--- src/rtl/dtc_pkg.sv ---
`timescale 1ns / 1ps
package dtc_pkg;

   localparam int DEF_MAX_DEPTH    = 10;
   localparam int DEF_NUM_FEATURES = 64;
   localparam int NUM_CLASSES      = 256;
   localparam int VALUE_WIDTH      = 32;
   localparam int SLOT_WIDTH       = 10;
   localparam int KIND_WIDTH       = 2;
   localparam int FEATURE_WIDTH    = 6;
   localparam int LABEL_WIDTH      = 8;
   localparam int DEPTH_WIDTH      = 4;
   localparam int CMD_DEPTH        = 4;

   localparam logic [DEPTH_WIDTH-1:0] TREE_DEPTH_RESET = 4'd10;

   typedef enum logic [1:0] {
      OP_NODE     = 2'd0,
      OP_LEAF     = 2'd1,
      OP_FEATURE  = 2'd2,
      OP_CLASSIFY = 2'd3
   } op_type;

   localparam logic [KIND_WIDTH-1:0] KIND_UNUSED    = 2'd0;
   localparam logic [KIND_WIDTH-1:0] KIND_UNTRAINED = 2'd1;

   typedef struct packed {
      logic [1:0]                    op;
      logic [SLOT_WIDTH-1:0]         slot_index;
      logic [KIND_WIDTH-1:0]         node_kind;
      logic [FEATURE_WIDTH-1:0]      split_feature;
      logic signed [VALUE_WIDTH-1:0] value;
      logic [LABEL_WIDTH-1:0]        leaf_label;
   } req_payload_type;

   typedef struct packed {
      logic [LABEL_WIDTH-1:0] class_label;
      logic                   trained;
   } rsp_payload_type;

   typedef struct packed {
      logic [KIND_WIDTH-1:0]         kind;
      logic [FEATURE_WIDTH-1:0]      feature;
      logic signed [VALUE_WIDTH-1:0] threshold;
   } node_entry_type;

   typedef enum logic [2:0] {
      ST_CLEAR,
      ST_IDLE,
      ST_ROOT,
      ST_STEP,
      ST_LEAF
   } walk_state_type;

   function automatic logic kind_stops(input logic [KIND_WIDTH-1:0] kind);
      return (kind == KIND_UNUSED) || (kind == KIND_UNTRAINED);
   endfunction

endpackage

--- src/rtl/dtc_cmd_fifo.sv ---
`timescale 1ns / 1ps
module dtc_cmd_fifo (
   input  logic                     clock,
   input  logic                     reset,
   input  logic                     push,
   input  dtc_pkg::req_payload_type push_data,
   output logic                     full,
   input  logic                     pop,
   output dtc_pkg::req_payload_type head_data,
   output logic                     empty
);
   import dtc_pkg::*;

   localparam int PW = (CMD_DEPTH > 1) ? $clog2(CMD_DEPTH) : 1;

   req_payload_type entry_ff [CMD_DEPTH];
   logic [PW-1:0]   wr_ptr_ff, wr_ptr_in;
   logic [PW-1:0]   rd_ptr_ff, rd_ptr_in;
   logic [PW:0]     count_ff, count_in;
   logic            do_push, do_pop;

   assign full      = (count_ff == (PW+1)'(CMD_DEPTH));
   assign empty     = (count_ff == '0);
   assign head_data = entry_ff[rd_ptr_ff];
   assign do_push   = push && !full;
   assign do_pop    = pop && !empty;

   always_comb begin
      wr_ptr_in = wr_ptr_ff;
      rd_ptr_in = rd_ptr_ff;
      count_in  = count_ff;
      if (do_push) begin
         wr_ptr_in = (wr_ptr_ff == PW'(CMD_DEPTH - 1)) ? '0 : wr_ptr_ff + PW'(1);
      end
      if (do_pop) begin
         rd_ptr_in = (rd_ptr_ff == PW'(CMD_DEPTH - 1)) ? '0 : rd_ptr_ff + PW'(1);
      end
      if (do_push && !do_pop) begin
         count_in = count_ff + (PW+1)'(1);
      end else if (do_pop && !do_push) begin
         count_in = count_ff - (PW+1)'(1);
      end
   end

   always_ff @(posedge clock) begin
      if (reset) begin
         wr_ptr_ff <= '0;
         rd_ptr_ff <= '0;
         count_ff  <= '0;
      end else begin
         wr_ptr_ff <= wr_ptr_in;
         rd_ptr_ff <= rd_ptr_in;
         count_ff  <= count_in;
      end
   end

   always_ff @(posedge clock) begin
      if (do_push) begin
         entry_ff[wr_ptr_ff] <= push_data;
      end
   end

endmodule

--- config.mk ---
export PLATFORM = sky130hd
export DESIGN_NAME = dtc_cmd_fifo
export DESIGN_NICKNAME = d
export VERILOG_FILES = /design/src/rtl/dtc_pkg.sv /design/src/rtl/dtc_cmd_fifo.sv
export SDC_FILE = /design/constraint.sdc
export NUM_CORES = 1
export LEC_CHECK = 0
export BUFFER_PORTS_ARGS = -buffer_cell sky130_fd_sc_hd__buf_2
export CAP_MARGIN = 30
export CORE_ASPECT_RATIO = 0.9
export CORE_MARGIN = 4
export CORE_UTILIZATION = 50
export CTS_CLUSTER_SIZE = 40
export DETAILED_ROUTE_END_ITERATION = 12
export HOLD_SLACK_MARGIN = 0.15
export PLACE_DENSITY = 0.71
export SYNTH_ARGS = -nofsm -noshare
export SYNTH_HDL_FRONTEND = slang
export SYNTH_SLANG_ARGS = --single-unit
--- constraint.sdc ---
create_clock -name clock -period 2.6 [get_ports clock]
set_input_delay 0.13 -clock clock [delete_from_list [all_inputs] [get_ports clock]]
set_output_delay 0.13 -clock clock [all_outputs]
set_load 0.03 [all_outputs]
* Yosys cells after proc, flatten, opt, wreduce, memory -nomap -nowiden *
Memory sizes are Yosys's and may differ from the RTL's. A register that Yosys moved wholly into a read port is not among the register bits.
Index checks and enable logic that the tools add are counted.

operators by class
  reduce and logical (&&, ||, !) cells = 10
  add/sub/neg operators = 4
  multiplexer cells = 8
  equal/unequal tests = 3

operators by type and width
  operator               number
  $mux W2                4
  $mux W3                2
  $add A2 B1 Y2 const B  2
  $eq A2 B2 Y1 const B   2
  $logic_and A1 B1 Y1    4
  $logic_not A1 Y1       4
  $add A3 B1 Y3 const B  1
  $eq A3 B3 Y1 const B   1
  $logic_not A3 Y1       1
  $sub A3 B1 Y3 const B  1
  $mux W1                2
  $reduce_bool A2 Y1     1

storage, ports and cells
  logic and storage cells = 29
  bits of input ports = 64
  memories = 1
  bits in writable memories = 240
  output and inout bits = 62
  flip-flop bits (word level) = 7

memory list
  name      words  bits a word  rd ports  clocked after memory_dff  write ports  RTL line            RTL
  entry_ff  4      60           1         1                         1            dtc_cmd_fifo.sv:16  req_payload_type entry_ff [CMD_DEPTH];

* Depth between registers and ports, before layout *
  depth after elaboration = 7
  mapped depth = 10
  mapped depth without buffers = 9

* Worst setup path after synthesis *
Ideal clock, no wire load.

  kind = flip-flop to flip-flop
  start point = register count_ff[0]
  end point = register count_ff[2]
  path buffers = 1
  period minus slack after synthesis = 2.234 ns
  setup time = 0.070 ns
  arrival time = 2.164 ns
  data required time = 2.530 ns
  setup slack = 0.366 ns
  cell stages (with the launch flop) = 11
  cells stage by stage = dfxtp_1 > or3b_1 > buf_6 > clkinv_4 > nor2_2 > ha_1 > inv_1 > fa_1 > xor2_1 > or3_2 > a21oi_1

on the way
  cells in the longest elaborated chain, start to end = 6
  elaborated cells on any way between the ends = 15
  those cells by class = add/sub (2); eq/ne (1); mux (2); reduce/logical (10)

ends and longest elaborated chain
  what                          RTL line            RTL
  start, declared               dtc_cmd_fifo.sv:19  logic [PW:0] count_ff, count_in;
  start signal, assigned        dtc_cmd_fifo.sv:53  count_ff <= count_in;
  $eq A3 B3 Y1 *                dtc_cmd_fifo.sv:22  assign full = (count_ff == (PW+1)'(CMD_DEPTH));
  named net full                dtc_cmd_fifo.sv:7   output logic full,
  $logic_not A1 Y1 *            dtc_cmd_fifo.sv:25  assign do_push = push && !full;
  $logic_and A1 B1 Y1 *         dtc_cmd_fifo.sv:25
  named net do_push             dtc_cmd_fifo.sv:20  logic do_push, do_pop;
  $logic_not A1 Y1              dtc_cmd_fifo.sv:40  end else if (do_pop && !do_push) begin
  $logic_and A1 B1 Y1           dtc_cmd_fifo.sv:40
  $reduce_bool A2 Y1 (no line)  --

The timed path passes the listed nets; every way through them passes the cells marked *. The select of a mux whose other input is x is not followed.
A chain may end at the register's enable or synchronous reset.

==> impl_metrics.yaml <==
run_status:
  status: "finished clean"
timing:
  layout_min_cycle_time_ns: 2.37
  fin_crit_sh: 0.913
  worst_slack_ns: 0.227
  tightest_slew_ns: 0.491
  grt_setup_unrepaired: "no"
  drv_slew: 0
  slew_headroom: 0.673
  hold_viol_final: 0
  finalClockSkew_ns: 0.00867
  setup_viol: 0
  finalSetupTns_ns: 0
  fmax_mhz: 421
clock_tree:
  cts_max_level: 1
  clkSlewWorstSetupHoldPaths_ns: 0.06
  clock-sinks: 249
  cts-root-buf: "clkbuf_16"
  insertion_delay_ns: 0.50
  clockBufferDepth: 3
  postCtsSetupRepairBufs: 0
  cts_made_buffers: 24
  cts_tree: "yes"
global_route:
  grt_usage: 0.167
  grt_max_degree: 39
  overflow: 0
  grt_pass1_vias: 4751
  antenna_found_initial: 1
  grt_pass1_wl_um: 26200
final_layout:
  final_util: 0.650
  multi_input_area_um2: 1650
  nets: 649
  drive_above_1_share: 0.408
  regArea_um2: 7390
  filler_cell_count: 1191
  area_delta_synth_final_pct: 26.5
power:
  max-vdd-ir-drop_mv: 0.788
  p_leak_nw: 3.96
  p_per_area_nw_per_um2: 959
logic_synthesis:
  syn_avg_cell_area_um2: 25.1
  yosysWarningCount: 0
  synthArstFlopShare: 0
  synth_nets: 435
  seq_area_frac_synth: 0.808
  syn_inst: 364
  synth_edf_count: 240
  ys_types: 27
  synth_ff_type: "edfxtp_1"
  syn_area_um2: 9140
  ys_ff_latch: 249
detailed_routing:
  wl_per_cell_um: 20.0
  ant_nets: 0
  drtIter0Drc: 206
  vias: 4437
  viasPerCell: 5.32
  drt_first_pass_iters: 4
  drc: 0
  wl_um: 16700
placed_design:
  portBuffers: 125
  place_hpwl_um: 10200
  gp_congestion: 0.767
  dpl_worst_slack_ns: 0.131
worst_setup_path:
  cp.required_ns: 2.47
  end_kind: "output port"
  arrival_ns: 2.24
  worstPathMaxFanout: 23
  crit_path_start_kind: "register"
  criticalPathCategory: "register to output port"
floorplan:
  die_area_um2: 20500
  initial_core_util: 0.514
  design.portCount: 126
  die_h_um: 136
  fp.dieW_um: 150
  fp-row-count: 46
  core_um2: 17800
hold_path:
  hold_class: "primary input to register"
run:
  maxCapViolations: 0
critical path, cell delays in order (launching register included):
cell	delay, ns
dfxtp_4	0.67
buf_12	0.29
mux4_2	0.57
buf_2	0.20
per-layer routing:
layer	share of wire	GRT usage
met5	0	0
met4	0.016	0.0340
met3	0.059	0.0353
met2	0.50	0.278
met1	0.43	0.234
kinds of logic after synthesis:
kind of cell,Yosys count,synth area share
buffers and inverters,21,0.0134
muxes,62,0.150
DFF,249,0.808
xor gates and xnor gates,2,0.00192
and+or+nand+nor,16,0.0103
AOI/OAI and AO/OA,7,0.00548
adders and majority gates,7,0.0104
power by group:
part           switching (W)  internal [W]  total, W
logic                0.00169       0.00113   0.00282
clock network        0.00131       0.00189   0.00321
registers           0.000207       0.00485   0.00506
total                0.00321       0.00788    0.0111
final timing paths:
check / slack (ns) / from / end / depth (start not counted)
min: 0.38 / push_data[55] / entry_ff[2][55] / 2
max reg2reg: 0.23 / count_ff[0] / count_ff[2] / 9
max: 0.23 / register / head_data[15] / 3
min reg2reg: 0.50 / rd_ptr_ff[0] / register / 2
sequential cells by signal, indices dropped and copies added (netlist names), named ones only:
signal	count
count_ff	3
entry_ff	240
rd_ptr_ff	2
wr_ptr_ff	2
area by class of cell:
class,instances,area share
Multi-Input combinational cell,94,0.142
Tap cell,240,0.0260
Clock buffer,36,0.0621
Timing Repair Buffer,204,0.126
Sequential cell,249,0.640
Antenna cell,1,0.000216
Inverter,5,0.00206
Clock inverter,5,0.00173
timing repair:
action	4_1_cts	5_1_grt
setup endpoints to repair	0	1
hold buffers	64	0
endpoints found under the hold margin	249	0
gates resized for setup	0	1
synth_stat cells, types with 2 or more instances:
| cell | instances | area [um2] |
|---|---|---|
| edfxtp_1 | 240 | 7210 |
| dfxtp_1 | 9 | 180 |
| xor2_1 | 2 | 17.5 |
| nor2_1 | 3 | 11.3 |
| ha_1 | 6 | 75.1 |
| nand3_1 | 2 | 10.0 |
| and3_2 | 4 | 30.0 |
| nor3_1 | 2 | 10.0 |
| buf_2 | 7 | 35.0 |
| mux4_2 | 60 | 1350 |
| o31ai_2 | 2 | 25.0 |
| inv_1 | 4 | 15.0 |
| mux2i_1 | 2 | 20.0 |
| buf_4 | 6 | 45.0 |
| a21oi_1 | 3 | 15.0 |
through the flow:
stage | area, um2 | instances | hold slack (ns) | power, W
after global placement | 10200 | 728 | 0.340 | 0.00788
after global routing | 11600 | 834 | 0.377 | 0.0116
after detailed placement | 10200 | 728 | 0.347 | 0.00794
after CTS | 11600 | 833 | 0.351 | 0.0112
final | 11600 | 834 | 0.376 | 0.0111
after floorplan | 9140 | 364 | 0.229 | 0.00708
cell usage in the layout (no fill, tap or decap), types with 4 or more instances in the layout:
cell,count
edfxtp_1,240
buf_2,125
dlygate4sd3_1,64
mux4_2,60
clkbuf_16,26
buf_4,9
clkbuf_1,7
dfxtp_1,7
ha_1,6
buf_12,6
inv_1,4
and3_4,4
clkinv_1,4
(Power assumes the default switching activity.)
